## config.mk

```make
export PLATFORM = sky130hd
export DESIGN_NAME = seconds_to_calendar_date_core
export DESIGN_NICKNAME = d
export VERILOG_FILES = /design/src/sctd_pkg.sv /design/src/sctd_front.sv /design/src/sctd_fifo.sv /design/src/sctd_back.sv /design/src/seconds_to_calendar_date_core.sv
export VERILOG_INCLUDE_DIRS = /design/src /design/src/src
export SDC_FILE = /design/constraint.sdc
export NUM_CORES = 1
export LEC_CHECK = 0
export ABC_CLOCK_PERIOD_IN_PS = 14200
export BUFFER_PORTS_ARGS = -buffer_cell sky130_fd_sc_hd__buf_2
export CAP_MARGIN = 20
export CORE_MARGIN = 2
export CORE_UTILIZATION = 40
export DETAILED_ROUTE_END_ITERATION = 8
export PLACE_DENSITY = 0.52
export SKIP_LAST_GASP = 1
export SYNTH_ARGS = -nofsm -noshare
export SYNTH_HDL_FRONTEND = slang
export SYNTH_SLANG_ARGS = --single-unit
```

## constraint.sdc

```tcl
create_clock -name aclk -period 14.2 [get_ports aclk]
set_clock_uncertainty 0.05 [all_clocks]
set_input_delay 2.84 -clock aclk [delete_from_list [all_inputs] [get_ports aclk]]
set_output_delay 2.84 -clock aclk [all_outputs]
set_load 0.02 [all_outputs]
```

## src/assert_macros.svh

```systemverilog
// ---------------------------------------------------------------------------
// Assertion macros
// Shared concurrent assertion forms for the calendar date converter.
// ---------------------------------------------------------------------------
`ifndef ASSERT_MACROS_SVH
`define ASSERT_MACROS_SVH

// The consequent must hold in the same cycle as the antecedent.
`define ASSERT_IMPLIES(label, clk, rstn, ante, cons) \
    label: assert property (@(posedge clk) disable iff (!(rstn)) (ante) |-> (cons)) \
        else $error("same-cycle implication check failed");

// The consequent must hold in the cycle after the antecedent.
`define ASSERT_NEXT(label, clk, rstn, ante, cons) \
    label: assert property (@(posedge clk) disable iff (!(rstn)) (ante) |=> (cons)) \
        else $error("next-cycle implication check failed");

`endif

```

## src/sctd_pkg.sv

```systemverilog
`timescale 1ns / 1ps
// ---------------------------------------------------------------------------
// Calendar date converter package
// Shared widths, constants, the queue entry type and calendar functions.
// ---------------------------------------------------------------------------
package sctd_pkg;

    localparam int unsigned EPOCH_W         = 32;
    localparam int unsigned YEAR_W          = 12;
    localparam int unsigned DAY_W           = 16;
    localparam int unsigned SOD_W           = 17;
    localparam int unsigned SECS_PER_DAY    = 86400;
    localparam int unsigned SECS_PER_HOUR   = 3600;
    localparam int unsigned SECS_PER_MIN    = 60;
    localparam int unsigned QUEUE_DEPTH     = 2;
    localparam logic [YEAR_W-1:0] BASE_YEAR_RESET = 12'd1970;

    // A day is 675 times 128 seconds. The reciprocal of 675 scaled by 2^35 gives the
    // exact quotient for every 25-bit count left after dropping the low seven bits.
    localparam int unsigned DAY_SHIFT       = 7;
    localparam int unsigned DAY_ODD         = 675;
    localparam int unsigned DAY_RECIP       = 50903317;
    localparam int unsigned DAY_RECIP_W     = 26;
    localparam int unsigned DAY_RECIP_SHIFT = 35;

    typedef struct packed {
        logic [DAY_W-1:0] days;
        logic [SOD_W-1:0] sod;
    } job_t;

    function automatic logic is_leap(input logic [YEAR_W-1:0] y);
        logic [YEAR_W-1:0] m;
        logic              m400_zero;
        logic              m100_zero;
        m = y;
        if (m >= 12'd3200) m = m - 12'd3200;
        if (m >= 12'd1600) m = m - 12'd1600;
        if (m >= 12'd800)  m = m - 12'd800;
        if (m >= 12'd400)  m = m - 12'd400;
        m400_zero = (m == '0);
        if (m >= 12'd200)  m = m - 12'd200;
        if (m >= 12'd100)  m = m - 12'd100;
        m100_zero = (m == '0);
        return (y[1:0] == 2'b00) && (m400_zero || !m100_zero);
    endfunction

    function automatic logic [4:0] month_len(input logic [3:0] month, input logic leap);
        logic [4:0] len;
        unique case (month)
            4'd2:                         len = leap ? 5'd29 : 5'd28;
            4'd4, 4'd6, 4'd9, 4'd11:      len = 5'd30;
            default:                      len = 5'd31;
        endcase
        return len;
    endfunction

endpackage

```

## src/sctd_front.sv

```systemverilog
`timescale 1ns / 1ps
// ---------------------------------------------------------------------------
// Calendar date converter front end
// Accepts a seconds beat and splits it into whole days and second of day
// with a reciprocal multiply and a multiply-back, then queues the job.
// ---------------------------------------------------------------------------
module sctd_front (
    input  logic                          aclk,
    input  logic                          aresetn,
    input  logic                          s_valid,
    output logic                          s_ready,
    input  logic [sctd_pkg::EPOCH_W-1:0]  s_epoch_seconds,
    output logic                          push_valid,
    input  logic                          push_ready,
    output sctd_pkg::job_t                push_job
);

    localparam logic [1:0] F_IDLE = 2'd0;
    localparam logic [1:0] F_MUL  = 2'd1;
    localparam logic [1:0] F_REM  = 2'd2;
    localparam logic [1:0] F_PUSH = 2'd3;

    localparam int unsigned EPOCH_W  = sctd_pkg::EPOCH_W;
    localparam int unsigned DAY_W    = sctd_pkg::DAY_W;
    localparam int unsigned SOD_W    = sctd_pkg::SOD_W;
    localparam int unsigned SHIFT    = sctd_pkg::DAY_SHIFT;
    localparam int unsigned SCALED_W = EPOCH_W - SHIFT;
    localparam int unsigned RECIP_W  = sctd_pkg::DAY_RECIP_W;
    localparam int unsigned PROD_W   = SCALED_W + RECIP_W;
    localparam int unsigned REM_W    = SOD_W - SHIFT;

    localparam logic [RECIP_W-1:0]  RECIP_C = RECIP_W'(sctd_pkg::DAY_RECIP);
    localparam logic [SCALED_W-1:0] ODD_C   = SCALED_W'(sctd_pkg::DAY_ODD);

    logic [1:0]          state_reg, state_next;
    logic [SCALED_W-1:0] scaled_reg, scaled_next;
    logic [SHIFT-1:0]    low_reg, low_next;
    logic [DAY_W-1:0]    days_reg, days_next;
    logic [SOD_W-1:0]    sod_reg, sod_next;
    logic [PROD_W-1:0]   product;
    logic [SCALED_W-1:0] remainder;

    assign product   = PROD_W'(scaled_reg) * PROD_W'(RECIP_C);
    assign remainder = scaled_reg - SCALED_W'(days_reg) * ODD_C;

    assign s_ready       = (state_reg == F_IDLE);
    assign push_valid    = (state_reg == F_PUSH);
    assign push_job.days = days_reg;
    assign push_job.sod  = sod_reg;

    always_comb begin
        state_next  = state_reg;
        scaled_next = scaled_reg;
        low_next    = low_reg;
        days_next   = days_reg;
        sod_next    = sod_reg;
        unique case (state_reg)
            F_IDLE: begin
                if (s_valid) begin
                    scaled_next = s_epoch_seconds[EPOCH_W-1:SHIFT];
                    low_next    = s_epoch_seconds[SHIFT-1:0];
                    state_next  = F_MUL;
                end
            end
            F_MUL: begin
                days_next  = product[sctd_pkg::DAY_RECIP_SHIFT +: DAY_W];
                state_next = F_REM;
            end
            F_REM: begin
                sod_next   = {remainder[REM_W-1:0], low_reg};
                state_next = F_PUSH;
            end
            F_PUSH: begin
                if (push_ready) begin
                    state_next = F_IDLE;
                end
            end
        endcase
    end

    always_ff @(posedge aclk) begin
        if (!aresetn) begin
            state_reg <= F_IDLE;
        end else begin
            state_reg <= state_next;
        end
    end

    always_ff @(posedge aclk) begin
        scaled_reg <= scaled_next;
        low_reg    <= low_next;
        days_reg   <= days_next;
        sod_reg    <= sod_next;
    end

endmodule

```

## src/sctd_fifo.sv

```systemverilog
`timescale 1ns / 1ps
// ---------------------------------------------------------------------------
// Calendar date converter job queue
// Short first-in first-out queue of day and second-of-day jobs.
// ---------------------------------------------------------------------------
module sctd_fifo #(
    parameter int unsigned DEPTH = sctd_pkg::QUEUE_DEPTH
) (
    input  logic           aclk,
    input  logic           aresetn,
    input  logic           push_valid,
    output logic           push_ready,
    input  sctd_pkg::job_t push_job,
    output logic           pop_valid,
    input  logic           pop_ready,
    output sctd_pkg::job_t pop_job
);

    localparam int unsigned IDX_W = $clog2(DEPTH);
    localparam int unsigned CNT_W = $clog2(DEPTH + 1);

    sctd_pkg::job_t    entry_reg [DEPTH];
    logic [IDX_W-1:0]  wr_ptr_reg, wr_ptr_next;
    logic [IDX_W-1:0]  rd_ptr_reg, rd_ptr_next;
    logic [CNT_W-1:0]  count_reg, count_next;
    logic              do_push;
    logic              do_pop;

    assign push_ready = (count_reg != CNT_W'(DEPTH));
    assign pop_valid  = (count_reg != '0);
    assign pop_job    = entry_reg[rd_ptr_reg];
    assign do_push    = push_valid && push_ready;
    assign do_pop     = pop_valid && pop_ready;

    always_comb begin
        wr_ptr_next = wr_ptr_reg;
        rd_ptr_next = rd_ptr_reg;
        count_next  = count_reg;
        if (do_push) begin
            wr_ptr_next = (wr_ptr_reg == IDX_W'(DEPTH - 1)) ? '0 : wr_ptr_reg + 1'b1;
        end
        if (do_pop) begin
            rd_ptr_next = (rd_ptr_reg == IDX_W'(DEPTH - 1)) ? '0 : rd_ptr_reg + 1'b1;
        end
        if (do_push && !do_pop) begin
            count_next = count_reg + 1'b1;
        end else if (do_pop && !do_push) begin
            count_next = count_reg - 1'b1;
        end
    end

    always_ff @(posedge aclk) begin
        if (!aresetn) begin
            wr_ptr_reg <= '0;
            rd_ptr_reg <= '0;
            count_reg  <= '0;
        end else begin
            wr_ptr_reg <= wr_ptr_next;
            rd_ptr_reg <= rd_ptr_next;
            count_reg  <= count_next;
        end
    end

    always_ff @(posedge aclk) begin
        if (do_push) begin
            entry_reg[wr_ptr_reg] <= push_job;
        end
    end

endmodule

```

## src/sctd_back.sv

```systemverilog
`timescale 1ns / 1ps
// ---------------------------------------------------------------------------
// Calendar date converter back end
// Walks years and months from the base year, splits the second of day into
// hours, minutes and seconds, and holds the result beat for the output.
// ---------------------------------------------------------------------------
`include "assert_macros.svh"

module sctd_back (
    input  logic                         aclk,
    input  logic                         aresetn,
    input  logic [sctd_pkg::YEAR_W-1:0]  base_year,
    input  logic                         pop_valid,
    output logic                         pop_ready,
    input  sctd_pkg::job_t               pop_job,
    output logic                         m_valid,
    input  logic                         m_ready,
    output logic [5:0]                   m_second_of_minute,
    output logic [5:0]                   m_minute_of_hour,
    output logic [4:0]                   m_hour_of_day,
    output logic [4:0]                   m_day_of_month,
    output logic [3:0]                   m_month_of_year,
    output logic [sctd_pkg::YEAR_W-1:0]  m_calendar_year
);

    localparam logic [2:0] B_IDLE  = 3'd0;
    localparam logic [2:0] B_YEAR  = 3'd1;
    localparam logic [2:0] B_MONTH = 3'd2;
    localparam logic [2:0] B_HOUR  = 3'd3;
    localparam logic [2:0] B_MIN   = 3'd4;
    localparam logic [2:0] B_DONE  = 3'd5;

    localparam int unsigned YEAR_W = sctd_pkg::YEAR_W;
    localparam int unsigned DAY_W  = sctd_pkg::DAY_W;
    localparam int unsigned SOD_W  = sctd_pkg::SOD_W;

    logic [2:0]        state_reg, state_next;
    logic              m_valid_reg, m_valid_next;
    logic [DAY_W-1:0]  day_reg, day_next;
    logic [YEAR_W-1:0] year_reg, year_next;
    logic [3:0]        month_reg, month_next;
    logic [SOD_W-1:0]  sod_reg, sod_next;
    logic [4:0]        hour_reg, hour_next;
    logic [5:0]        minute_reg, minute_next;
    logic [5:0]        o_sec_reg, o_sec_next;
    logic [5:0]        o_min_reg, o_min_next;
    logic [4:0]        o_hour_reg, o_hour_next;
    logic [4:0]        o_day_reg, o_day_next;
    logic [3:0]        o_month_reg, o_month_next;
    logic [YEAR_W-1:0] o_year_reg, o_year_next;

    logic              leap;
    logic [8:0]        year_len;
    logic [4:0]        mon_len;
    logic              out_free;

    assign leap     = sctd_pkg::is_leap(year_reg);
    assign year_len = leap ? 9'd366 : 9'd365;
    assign mon_len  = sctd_pkg::month_len(month_reg, leap);
    assign out_free = !m_valid_reg || m_ready;

    assign pop_ready          = (state_reg == B_IDLE);
    assign m_valid            = m_valid_reg;
    assign m_second_of_minute = o_sec_reg;
    assign m_minute_of_hour   = o_min_reg;
    assign m_hour_of_day      = o_hour_reg;
    assign m_day_of_month     = o_day_reg;
    assign m_month_of_year    = o_month_reg;
    assign m_calendar_year    = o_year_reg;

    always_comb begin
        state_next   = state_reg;
        m_valid_next = m_valid_reg && !m_ready;
        day_next     = day_reg;
        year_next    = year_reg;
        month_next   = month_reg;
        sod_next     = sod_reg;
        hour_next    = hour_reg;
        minute_next  = minute_reg;
        o_sec_next   = o_sec_reg;
        o_min_next   = o_min_reg;
        o_hour_next  = o_hour_reg;
        o_day_next   = o_day_reg;
        o_month_next = o_month_reg;
        o_year_next  = o_year_reg;
        unique case (state_reg)
            B_IDLE: begin
                if (pop_valid) begin
                    day_next    = pop_job.days + 1'b1;
                    year_next   = base_year;
                    month_next  = 4'd1;
                    sod_next    = pop_job.sod;
                    hour_next   = '0;
                    minute_next = '0;
                    state_next  = B_YEAR;
                end
            end
            B_YEAR: begin
                if (day_reg <= DAY_W'(year_len)) begin
                    state_next = B_MONTH;
                end else begin
                    day_next  = day_reg - DAY_W'(year_len);
                    year_next = year_reg + 1'b1;
                end
            end
            B_MONTH: begin
                if ((month_reg >= 4'd12) || (day_reg <= DAY_W'(mon_len))) begin
                    state_next = B_HOUR;
                end else begin
                    day_next   = day_reg - DAY_W'(mon_len);
                    month_next = month_reg + 1'b1;
                end
            end
            B_HOUR: begin
                if (sod_reg >= SOD_W'(sctd_pkg::SECS_PER_HOUR)) begin
                    sod_next  = sod_reg - SOD_W'(sctd_pkg::SECS_PER_HOUR);
                    hour_next = hour_reg + 1'b1;
                end else begin
                    state_next = B_MIN;
                end
            end
            B_MIN: begin
                if (sod_reg >= SOD_W'(sctd_pkg::SECS_PER_MIN)) begin
                    sod_next    = sod_reg - SOD_W'(sctd_pkg::SECS_PER_MIN);
                    minute_next = minute_reg + 1'b1;
                end else begin
                    state_next = B_DONE;
                end
            end
            B_DONE: begin
                if (out_free) begin
                    m_valid_next = 1'b1;
                    o_sec_next   = sod_reg[5:0];
                    o_min_next   = minute_reg;
                    o_hour_next  = hour_reg;
                    o_day_next   = day_reg[4:0];
                    o_month_next = month_reg;
                    o_year_next  = year_reg;
                    state_next   = B_IDLE;
                end
            end
            default: begin
                state_next = B_IDLE;
            end
        endcase
    end

    always_ff @(posedge aclk) begin
        if (!aresetn) begin
            state_reg   <= B_IDLE;
            m_valid_reg <= 1'b0;
        end else begin
            state_reg   <= state_next;
            m_valid_reg <= m_valid_next;
        end
    end

    always_ff @(posedge aclk) begin
        day_reg     <= day_next;
        year_reg    <= year_next;
        month_reg   <= month_next;
        sod_reg     <= sod_next;
        hour_reg    <= hour_next;
        minute_reg  <= minute_next;
        o_sec_reg   <= o_sec_next;
        o_min_reg   <= o_min_next;
        o_hour_reg  <= o_hour_next;
        o_day_reg   <= o_day_next;
        o_month_reg <= o_month_next;
        o_year_reg  <= o_year_next;
    end

    `ASSERT_NEXT(a_done_loads_output, aclk, aresetn, (state_reg == B_DONE) && out_free, m_valid_reg && (state_reg == B_IDLE))
    `ASSERT_IMPLIES(a_month_in_range, aclk, aresetn, state_reg == B_HOUR, (month_reg >= 4'd1) && (month_reg <= 4'd12))
    `ASSERT_IMPLIES(a_time_split_done, aclk, aresetn, state_reg == B_DONE, (sod_reg < 17'd60) && (minute_reg < 6'd60) && (hour_reg < 5'd24))
    `ASSERT_NEXT(a_stall_holds_year, aclk, aresetn, m_valid_reg && !m_ready, $stable(o_year_reg) && m_valid_reg)

endmodule

```

## src/seconds_to_calendar_date_core.sv

```systemverilog
`timescale 1ns / 1ps
// ---------------------------------------------------------------------------
// Seconds to calendar date converter
// Turns a 32-bit seconds count since January 1 of a base year into the
// Gregorian date and the time of day, one result beat per input beat.
// ---------------------------------------------------------------------------
// The front end splits each input count into whole days and second of day
// with a reciprocal multiply and a multiply-back, then pushes the job into a
// queue, two entries deep by default, and takes no new beat until the queue
// has accepted the job. The back end walks the years from the base year, then
// the months, then the whole hours and whole minutes, and these walks set the
// sustained rate. The base year register is written through the cfg port at
// any time, and is sampled when the back end picks up a job from the queue.
module seconds_to_calendar_date_core #(
    parameter int unsigned QUEUE_DEPTH = sctd_pkg::QUEUE_DEPTH
) (
    input  logic                          aclk,
    input  logic                          aresetn,
    input  logic                          cfg_valid,
    output logic                          cfg_ready,
    input  logic [sctd_pkg::YEAR_W-1:0]   cfg_base_year,
    input  logic                          s_valid,
    output logic                          s_ready,
    input  logic [sctd_pkg::EPOCH_W-1:0]  s_epoch_seconds,
    output logic                          m_valid,
    input  logic                          m_ready,
    output logic [5:0]                    m_second_of_minute,
    output logic [5:0]                    m_minute_of_hour,
    output logic [4:0]                    m_hour_of_day,
    output logic [4:0]                    m_day_of_month,
    output logic [3:0]                    m_month_of_year,
    output logic [sctd_pkg::YEAR_W-1:0]   m_calendar_year
);

    logic [sctd_pkg::YEAR_W-1:0] base_year_reg;
    logic                        push_valid;
    logic                        push_ready;
    sctd_pkg::job_t              push_job;
    logic                        pop_valid;
    logic                        pop_ready;
    sctd_pkg::job_t              pop_job;

    assign cfg_ready = 1'b1;

    always_ff @(posedge aclk) begin
        if (!aresetn) begin
            base_year_reg <= sctd_pkg::BASE_YEAR_RESET;
        end else if (cfg_valid) begin
            base_year_reg <= cfg_base_year;
        end
    end

    sctd_front u_front (
        .aclk            (aclk),
        .aresetn         (aresetn),
        .s_valid         (s_valid),
        .s_ready         (s_ready),
        .s_epoch_seconds (s_epoch_seconds),
        .push_valid      (push_valid),
        .push_ready      (push_ready),
        .push_job        (push_job)
    );

    sctd_fifo #(
        .DEPTH (QUEUE_DEPTH)
    ) u_fifo (
        .aclk       (aclk),
        .aresetn    (aresetn),
        .push_valid (push_valid),
        .push_ready (push_ready),
        .push_job   (push_job),
        .pop_valid  (pop_valid),
        .pop_ready  (pop_ready),
        .pop_job    (pop_job)
    );

    sctd_back u_back (
        .aclk               (aclk),
        .aresetn            (aresetn),
        .base_year          (base_year_reg),
        .pop_valid          (pop_valid),
        .pop_ready          (pop_ready),
        .pop_job            (pop_job),
        .m_valid            (m_valid),
        .m_ready            (m_ready),
        .m_second_of_minute (m_second_of_minute),
        .m_minute_of_hour   (m_minute_of_hour),
        .m_hour_of_day      (m_hour_of_day),
        .m_day_of_month     (m_day_of_month),
        .m_month_of_year    (m_month_of_year),
        .m_calendar_year    (m_calendar_year)
    );

endmodule
```

Yosys cells after proc, flatten, opt, wreduce, memory -nomap -nowiden
Memories as Yosys holds them, arrays and structs flattened. A register that Yosys moved wholly into a read port is not among the register bits.
Cells that the tools add are included.
Word-level totals
  bits in registers: 185
  latch bits: 0
  RAM bits: 66
  ROM bits: 0
  input port bits: 49
  output and inout port bits: 41
  logic and storage cells: 170
  memories kept: 1
Cells by class
  add/sub/neg operators: 20
  multiply operators: 2
  divide/modulo/power cells: 0
  magnitude comparators: 11
  equality and inequality tests: 26
  shift-type cells: 0
  multiplexer cells: 49
  bitwise gates (word level): 0
  reductions and logical operators: 38
Memory list
  u_fifo.entry_reg: words 2, width 33, rd ports 1, clocked after Yosys merged registers in 1, wr ports 1, line sctd_fifo.sv:22  | sctd_pkg::job_t entry_reg [DEPTH];
Operator list (count)
  two-way mux 12 bit: 8
  multiplier 25 x 26 -> 51 bit (second input constant): 1
  two-way mux 17 bit: 3
  one-hot mux 17 bit (3 select lines): 1
  two-way mux 16 bit: 3
  one-hot mux 16 bit (3 select lines): 1
  logical NOT 12 bit: 2
  one-hot mux 12 bit (2 select lines): 1
  one-hot mux 5 bit (2 select lines): 2
  two-way mux 3 bit: 6
  one-hot mux 3 bit (6 select lines): 1
  greater-or-equal comparator 17 x 12 -> 1 bit (second input constant): 1
  greater-or-equal comparator 17 x 6 -> 1 bit (second input constant): 1
  subtractor 17 x 12 -> 17 bit (second input constant): 1
  subtractor 17 x 6 -> 17 bit (second input constant): 1
  adder 16 x 1 -> 16 bit (second input constant): 1
  <= comparator 16 x 5 -> 1 bit: 1
  <= comparator 16 x 9 -> 1 bit: 1
  multiplier 16 x 10 -> 10 bit (second input constant): 1
  subtractor 16 x 5 -> 16 bit: 1
  subtractor 16 x 9 -> 16 bit: 1
  inequality test 2 bit (second input constant): 7
  adder 12 x 1 -> 12 bit (second input constant): 1
  greater-or-equal comparator 12 x 10 -> 1 bit (second input constant): 1
  48 further kinds: 98

Logic depth before layout (Yosys ltp)
Gate-level depths: netlist of the first run.
  word-level depth: 22
  gate-level depth with buffers: 41
  gate-level depth less buffers: 39

Hierarchy
From an unflattened synthesis of the first run, not the netlist that was laid out.
Second synthesis, totals
  cells, all modules: 2252
  area, all modules: 23810.3 sq um
By module, submodules not included
  sctd_front: times used 1, cells an instance 1291, area each 13335.3 sq um, sequential area each 1991.9 sq um
  sctd_back: times used 1, cells an instance 794, area each 7414.6 sq um, sequential area each 3022.9 sq um
  sctd_fifo: times used 1, cells an instance 127, area each 2616.3 sq um, sequential area each 2082.0 sq um
  seconds_to_calendar_date_core: times used 1, cells an instance 40, area each 444.2 sq um, sequential area each 240.2 sq um

Least setup slack after synthesis of the first run
OpenSTA, ideal clock, no wires.
  kind: register to register
  start point: register u_back.year_reg[8]
  end point: register u_back.year_reg[0], enable pin
  setup time: 0.449 ns
  arrival: 9.324 ns
  data required time: 13.701 ns
  setup slack: 4.377 ns
  cell stages (with the launch flop): 39
  buffers on the path: 2
  clock period less this slack: 9.823 ns
  path through: edfxtp_1 buf_2 o211ai_1 o21a_1 ha_1 inv_1 a41oi_2 a22oi_2 buf_6 xnor2_1 ha_1 nand4_1 nor3b_1 mux2i_1 and3_1 nor2_1 xnor2_1 ha_1 [3 not listed] mux2_4 a311oi_4 xor2_1 ha_1 a311oi_2 o211ai_1 a311oi_2 o21ai_0 ha_1 inv_1 fa_1 and3_1 o21a_1 a21o_1 a21oi_1 nand2_1 a21oi_1 a2111oi_0
On the way
  longest elaborated chain between the ends: 20
  elaborated cells on any way between the ends: 27
  classes of those cells: add/sub (6); order compare (7); eq/ne (1); mux (7); reduce/logical (6)
RTL lines
  from (decl): line sctd_back.sv:40  | logic [YEAR_W-1:0] year_reg, year_next;
  from (signal assigned): line sctd_back.sv:160  | year_reg <= year_next;
  subtractor 12 bit or greater-or-equal comparator 12 bit (tied branches): line sctd_pkg.sv:36  | if (m >= 12'd3200) m = m - 12'd3200;
  two-way mux 12 bit (*): line sctd_pkg.sv:36
  subtractor 12 x 11 -> 12 bit or greater-or-equal comparator 12 x 11 -> 1 bit (tied branches): line sctd_pkg.sv:37  | if (m >= 12'd1600) m = m - 12'd1600;
  two-way mux 12 bit (*): line sctd_pkg.sv:37
  subtractor 12 x 10 -> 12 bit or greater-or-equal comparator 12 x 10 -> 1 bit (tied branches): line sctd_pkg.sv:38  | if (m >= 12'd800) m = m - 12'd800;
  two-way mux 12 bit (*): line sctd_pkg.sv:38
  subtractor 12 x 9 -> 12 bit or greater-or-equal comparator 12 x 9 -> 1 bit (tied branches): line sctd_pkg.sv:39  | if (m >= 12'd400) m = m - 12'd400;
  two-way mux 12 bit (*): line sctd_pkg.sv:39
  [4 not listed]
  logical NOT 12 bit: line sctd_pkg.sv:43  | m100_zero = (m == '0);
  logical NOT 1 bit: line sctd_pkg.sv:44  | return (y[1:0] == 2'b00) && (m400_zero || !m100_zero);
  logical OR 1 bit (*): line sctd_pkg.sv:44
  logical AND 1 bit (*): line sctd_pkg.sv:44
  two-way mux 2 bit (*): line sctd_back.sv:58  | assign year_len = leap ? 9'd366 : 9'd365;
  <= comparator 16 x 9 -> 1 bit (*): line sctd_back.sv:99  | if (day_reg <= DAY_W'(year_len)) begin
  inequality test 2 bit (no source line) (*)
  AND reduction 3 bit (no source line) (*)
Mark *: on every way between the ends. The rest lies on a longest branch, timed or not.
A chain may end at the register's enable or synchronous reset.

Worst setup path after layout of the first run
  start point: register u_back.year_reg[11]
  end point: register u_back.state_reg[0]
On the way
  longest elaborated chain between the ends: 22
  elaborated cells on any way between the ends: 32
  classes of those cells: add/sub (6); order compare (8); eq/ne (2); mux (9); reduce/logical (7)
RTL lines
  subtractor 12 bit or greater-or-equal comparator 12 bit (tied branches): line sctd_pkg.sv:36
  two-way mux 12 bit (*): line sctd_pkg.sv:36
  subtractor 12 x 11 -> 12 bit or greater-or-equal comparator 12 x 11 -> 1 bit (tied branches): line sctd_pkg.sv:37
  two-way mux 12 bit (*): line sctd_pkg.sv:37
  subtractor 12 x 10 -> 12 bit or greater-or-equal comparator 12 x 10 -> 1 bit (tied branches): line sctd_pkg.sv:38
  two-way mux 12 bit (*): line sctd_pkg.sv:38
  subtractor 12 x 9 -> 12 bit or greater-or-equal comparator 12 x 9 -> 1 bit (tied branches): line sctd_pkg.sv:39
  two-way mux 12 bit (*): line sctd_pkg.sv:39
  [6 not listed]
  logical OR 1 bit (*): line sctd_pkg.sv:44
  logical AND 1 bit (*): line sctd_pkg.sv:44
  two-way mux 1 bit: line sctd_pkg.sv:50  | 4'd2: len = leap ? 5'd29 : 5'd28;
  one-hot mux 5 bit (2 select lines): line sctd_pkg.sv:49  | unique case (month)
  <= comparator 16 x 5 -> 1 bit: line sctd_back.sv:107  | if ((month_reg >= 4'd12) || (day_reg <= DAY_W'(mon_len))) begin
  logical OR 1 bit: line sctd_back.sv:107
  inequality test 2 x 1 -> 1 bit (no source line)
  AND reduction 6 bit (no source line) (*)
  to (signal assigned): line sctd_back.sv:153  | state_reg <= state_next;
  to (decl): line sctd_back.sv:37  | logic [2:0] state_reg, state_next;
Marked as above.

==> run metrics, run 1 <==
status=finished clean; multiplexer share of the synthesized area=0.0262; Fill cells=5,147; Iter 0 DRT Violations=731; grt total ovfl=0; uppermost layer routed=met4; Period minus WS final=10.14 ns; worst setup margin=4.06 ns; post-CTS setup buffer count=0; nets=2,629; initial antenna violation count=0; Syn. warnings=0; Compound-Gate Fraction of Synth Area=0.0933; worst hold path depth=0; boundary pin count=90; R2R Path Start=u_back.year_reg[11]; Clock Tree Buf Depth=3; Worst-path clk slew=0.06 ns; wire per inst=17.5 µm; Cell Area, Synth=22,200 µm²; Num CTS Buffers=31; Final ANT Viol Nets=0; Initial Util=0.404; Net Count, Synth=2,541; row count=86; Setup crit end kind=flip-flop; Yosys cell types=94; post-synthesis xor/xnor area fraction=0.0359; Syn Inst Count=1,951; Synth Area in Adders=0.371; core footprint=55,000 µm²; ANT cells=0; post-synth top area share=0.310; first-pass GRT wire length=79,100 µm; Period Utilization, post-route=0.714; DIE HEIGHT=240 µm; R2R depth=38; Layout Area Growth over Synthesis=10.6%; largest family of logic cells by synthesized area=adder cells; crit-path max FO=11; Worst R2R End=u_back.state_reg[0]; Detail Placement HPWL=38,500 µm; dpl ws=4.19 ns; via count=14,220; hold buffers post-CTS=0; crit path max-delay cell type=a22oi_2; Yosys top cell by area=edfxtp_1; Synth Flop Type=edfxtp_1; reg2reg setup slack=4.06 ns; Synth Area in Simple Gates=0.0783; First-pass DRT Iterations=5; Fmax=0.0986 GHz; Worst Tran Pin Value=1.04 ns; Die W=240 µm; IO Port Bufs=88; final hold viol count=0; Mean Syn Cell Area=11.4 µm²; Req. time, crit path=14.67 ns; Worst Hold Path EP=u_front.sod_reg[2]; Residual DRC=0; Total Routing Usage GR=0.176; CTS resizes=0; vias per std cell=5.06; worst hold path class=reg -> reg; Slew Limit Fails=0; DR WL met3=1530 µm; Max Cap Viol=0; met2 wire len=24,000 µm; Seq cells post-synth=252; max FFs per register=66; CP Launch Type=flip-flop; die footprint=57,400 µm²; clk root buf=clkbuf_16; Worst Hold Launch=u_front.low_reg[2]; FFs w/ async S/R, synth=0; final WL=49,200 µm; top post-synthesis cells by area=edfxtp_1, ha_1, fa_1; Clock Latency Late Sink=0.60 ns; RSZ-0062 raised after global routing=false; fraction of layout cells with a size suffix above 1=0.0954; largest incremental delay on the critical path=0.60 ns; CP most frequent cell=ha_1; final setup fails=0; WS Path Type=reg -> reg; M1 wire length=22,500 µm; largest net degree at the start of global routing=43; TNS Setup=0 ns; max_slew headroom=0.307; CTS tree=yes; number of global-route vias before repair=14,622; number of enable flip-flop cells after synthesis=229; Critical Path AT=10.61 ns; TritonCTS Sinks=252; sequential element share of the synthesized area=0.331; routability congestion estimate=0.855; H-tree levels=1
-- worst max-delay path, delay by kind of cell (launching register included) --
kind                     cells  cell delay, ns
AO/OA/AOI/OAI               18            4.85
buffers and inverters        2            0.16
XOR/XNOR                     3            0.81
flip-flops                   1            0.59
adder cells (fa/ha/maj)      6            1.63
multiplexers                 2            0.64
AND/OR/NAND/NOR              7            1.31
-- stage by stage --
step	instances	util	cell area (µm²)	hold slack [ns]
finish	2812	0.446	24500	0.365
global route	2812	0.446	24500	0.380
CTS	2811	0.446	24500	0.364
detailed placement	2753	0.427	23500	0.357
global placement	2753	0.427	23500	0.357
floorplan	1951	-	22200	0.350
-- layout by cell type, fill, tap and decap left out, drive strengths merged, types with 36 or more instances in the layout --
| master | n |
|---|---|
| ha | 345 |
| inv | 329 |
| edfxtp | 229 |
| fa | 196 |
| nand2 | 101 |
| buf | 100 |
| nor2 | 82 |
| a21oi | 61 |
| o21ai | 61 |
| xnor2 | 55 |
| mux2i | 47 |
| xor2 | 36 |
-- layer usage --
| layer | global-route usage | vias up |
|---|---|---|
| li1 | - | 6946 |
| met3 | 0.0189 | 66 |
| met5 | 0 | - |
| met2 | 0.307 | 238 |
| met4 | 0.0438 | 0 |
| met1 | 0.232 | 6970 |
-- Yosys cell counts (15+ instances only) --
| library cell | instances |
|---|---|
| a21o_1 | 16 |
| a21oi_1 | 60 |
| and2_1 | 17 |
| clkbuf_1 | 29 |
| dfxtp_1 | 23 |
| edfxtp_1 | 229 |
| fa_1 | 196 |
| ha_1 | 345 |
| inv_1 | 321 |
| mux2i_1 | 46 |
| nand2_1 | 100 |
| nand3_1 | 26 |
| nor2_1 | 82 |
| nor2b_1 | 22 |
| nor3_1 | 30 |
| o211ai_1 | 15 |
| o21ai_0 | 59 |
| xnor2_1 | 55 |
| xor2_1 | 36 |
-- logic make-up after synthesis --
| kind of cell | Yosys count |
|---|---|
| fa+ha+maj | 541 |
| other cells | 1 |
| compound gates | 288 |
| xor+xnor | 91 |
| flops | 252 |
| simple gates | 355 |
| buf+inv | 368 |
| mux | 55 |
-- layout make-up --
class | count | area, µm² | share of cell area
Sequential cell | 252 | 7340 | 0.299
Tap cell | 748 | 936 | 0.0381
Clock inverter | 25 | 267 | 0.0109
Timing Repair Buffer | 100 | 551 | 0.0224
Inverter | 323 | 1210 | 0.0495
Clock buffer | 33 | 783 | 0.0319
Multi-Input combinational cell | 1331 | 13500 | 0.548
-- worst max-delay path by stage --
stage                     slack (ns)           startpoint                  end  cells after the start
after detailed placement        4.19  u_back.year_reg[11]  u_back.state_reg[0]                     38
final                           4.06  u_back.year_reg[11]  u_back.state_reg[0]                     38
after floorplan                 4.38   u_back.year_reg[8]   u_back.year_reg[0]                     38
after global routing            3.13   u_back.year_reg[9]  u_back.state_reg[0]                     37
after global placement          4.49   u_back.year_reg[9]  u_back.state_reg[0]                     37
after CTS                       4.14  u_back.year_reg[11]  u_back.state_reg[0]                     38
Power of run 1 is left out: the tool's default activity adds up to more than one toggle a clock period on the data nets, which glitch-free logic cannot reach.
==> run 2: changes to the inputs <==
- ABC_CLOCK_PERIOD_IN_PS: 14200 -> 10000
- clock period: 14.2 -> 10 ns (I/O delays scaled with it)
==> run 2 against run 1 <==
Compared with the run above: first-iteration DRC count decreased by 8.2%; worst setup slack got worse by 3.4 ns; wire length is 0.95% higher; largest cell class unchanged; maximum frequency rose by 9.0%; hold slack lost 0.0097 ns; die area stayed put.
==> run metrics, run 2 (synthesized netlist as in run 1, its figures left out) <==
status=finished clean (unchanged); via count=14,240 (was 14,220); largest incremental delay on the critical path=0.53 ns (was 0.60 ns); Slew Limit Fails=0 (unchanged); worst setup margin=0.697 ns (was 4.06 ns); Critical Path AT=9.76 ns (was 10.61 ns); Layout Area Growth over Synthesis=11.6% (was 10.6%); crit path to=u_back.state_reg[0] (unchanged); routability congestion estimate=0.852 (was 0.855); wire per inst=17.6 µm (was 17.5 µm); dpl cell area=23,500 µm² (about the same); die footprint=57,400 µm² (unchanged); dpl ws=0.211 ns (was 4.19 ns); commonest non-fill, non-tap cells in the layout=ha_1, inv_1, edfxtp_1 (unchanged); TritonCTS Sinks=252 (unchanged); design area=24,800 µm² (was 24,500 µm²); Iter 0 DRT Violations=671 (was 731); Num CTS Buffers=31 (unchanged); Worst Hold Launch=u_front.low_reg[3] (was u_front.low_reg[2]); Residual DRC=0 (unchanged); Period minus WS final=9.30 ns (was 10.14 ns); Max Cap Viol=0 (unchanged); ANT cells=0 (unchanged); grt total ovfl=0 (unchanged); row count=86 (unchanged); CP Depth=38 (unchanged); H-tree levels=1 (unchanged); Worst-path clk slew=0.06 ns (about the same); Period Utilization, post-route=0.930 (was 0.714); hold buffers post-CTS=0 (unchanged); Final ANT Viol Nets=0 (unchanged); clk root buf=clkbuf_16 (unchanged); nets=2,645 (was 2,629); number of standard cells in the layout, taps in and fillers out=2,828 (was 2,812); CP most frequent cell=ha_1 (unchanged); reg2reg setup slack=0.70 ns (was 4.06 ns); crit path max-delay cell type=edfxtp_1 (was a22oi_2); R2R Path Start=u_back.year_reg[8] (was u_back.year_reg[11]); final hold viol count=0 (unchanged); core footprint=55,000 µm² (unchanged); Worst R2R End=u_back.state_reg[0] (unchanged); CTS tree=yes (unchanged); IO Port Bufs=88 (unchanged); vias per std cell=5.04 (was 5.06); final setup fails=0 (unchanged); Worst Tran Pin Value=1.04 ns (about the same); DIE HEIGHT=240 µm (unchanged); family with the most delay on the worst path=compound AO/OA/AOI/OAI gates (unchanged); fraction of layout cells with a size suffix above 1=0.104 (was 0.0954); Fill cells=5,124 (was 5,147); commonest non-fill, non-tap cell in the layout=ha_1 (unchanged); Setup crit end kind=flip-flop (unchanged); Die W=240 µm (unchanged); Total Routing Usage GR=0.176 (about the same); crit path from=u_back.year_reg[8] (was u_back.year_reg[11]); Clock Latency Late Sink=0.60 ns (about the same); initial antenna violation count=0 (unchanged); First-pass DRT Iterations=5 (unchanged); CP Launch Type=flip-flop (unchanged); first-pass GRT wire length=79,100 µm (about the same); worst hold path class=reg -> reg (unchanged); Detail Placement HPWL=38,700 µm (was 38,500 µm); boundary pin count=90 (unchanged); Buf/Inv on CP=2 (unchanged); Fmax=0.107 GHz (was 0.0986 GHz); R2R depth=38 (unchanged); Initial Util=0.404 (unchanged); final WL=49,700 µm (was 49,200 µm); placed insts=2,758 (was 2,753); Clock Tree Buf Depth=3 (unchanged); max_slew headroom=0.304 (was 0.307); crit-path max FO=10 (was 11); number of global-route vias before repair=14,595 (was 14,622); Req. time, crit path=10.46 ns (was 14.67 ns); max FFs per register=66 (unchanged); largest net degree at the start of global routing=43 (unchanged); WS Path Type=reg -> reg (unchanged)
run 2: changes by cell type in the layout (fill, tap and decap cells not counted), moves of 2 or more:
cell,delta
clkinv_1,-4
bufinv_16,+3
inv_8,-2
xnor2_2,+2
clkinvlp_4,-2
buf_4,+16
xnor2_1,-2
clkbuf_1,+3
run 2: per-layer routing:
| layer | share of wire | up-vias | track usage | routed length, µm |
|---|---|---|---|---|
| met3 | 0.032 | 79 | 0.0221 | 1590 |
| met4 | 0.028 | 0 | 0.0477 | 1370 |
| li1 | - | 6985 | - | - |
| met1 | 0.45 | 6937 | 0.230 | 22400 |
| met5 | 0 | - | 0 | 0 |
| met2 | 0.49 | 239 | 0.307 | 24300 |
run 2: final cells by class:
cell class,instances,area [µm²],share of cell area
Multi-Input combinational cell,1331,13500,0.545
Timing Repair Buffer,116,671,0.0271
Clock inverter,22,322,0.0130
Clock buffer,36,795,0.0321
Tap cell,748,936,0.0378
Sequential cell,252,7340,0.296
Inverter,323,1210,0.0491
run 2: worst min path at each step:
stage | to | slack [ns] | depth (start not counted)
final | u_front.sod_reg[3] | 0.35 | 0
after global routing | u_front.sod_reg[3] | 0.37 | 0
after CTS | u_front.sod_reg[3] | 0.36 | 0
after detailed placement | u_front.sod_reg[5] | 0.36 | 0
after global placement | u_front.sod_reg[1] | 0.35 | 0
after floorplan | u_front.sod_reg[0] | 0.35 | 0
run 2: what timing repair did:
action | CTS | global route
buffers inserted | 0 | 11
gates resized for setup | 0 | 5
endpoints found under the setup margin | 0 | 36
run 2: metrics by stage:
stage               setup TNS, ns  utilization  hold slack, ns
finish                          0        0.450           0.355
global route             -0.00175        0.450           0.367
CTS                             0        0.448           0.361
detailed placement              0        0.427           0.356
global placement                0        0.427           0.352
floorplan                       0            -           0.350
run 2: worst register-to-register path, delay by kind of cell (launching register included):
family	cells	cell delay, ns
xor+xnor	3	0.61
mux	1	0.27
simple gates	7	1.25
buf+inv	2	0.16
flops	1	0.53
compound gates	19	4.74
fa+ha+maj	6	1.60
Power of run 2 is left out for the same reason.
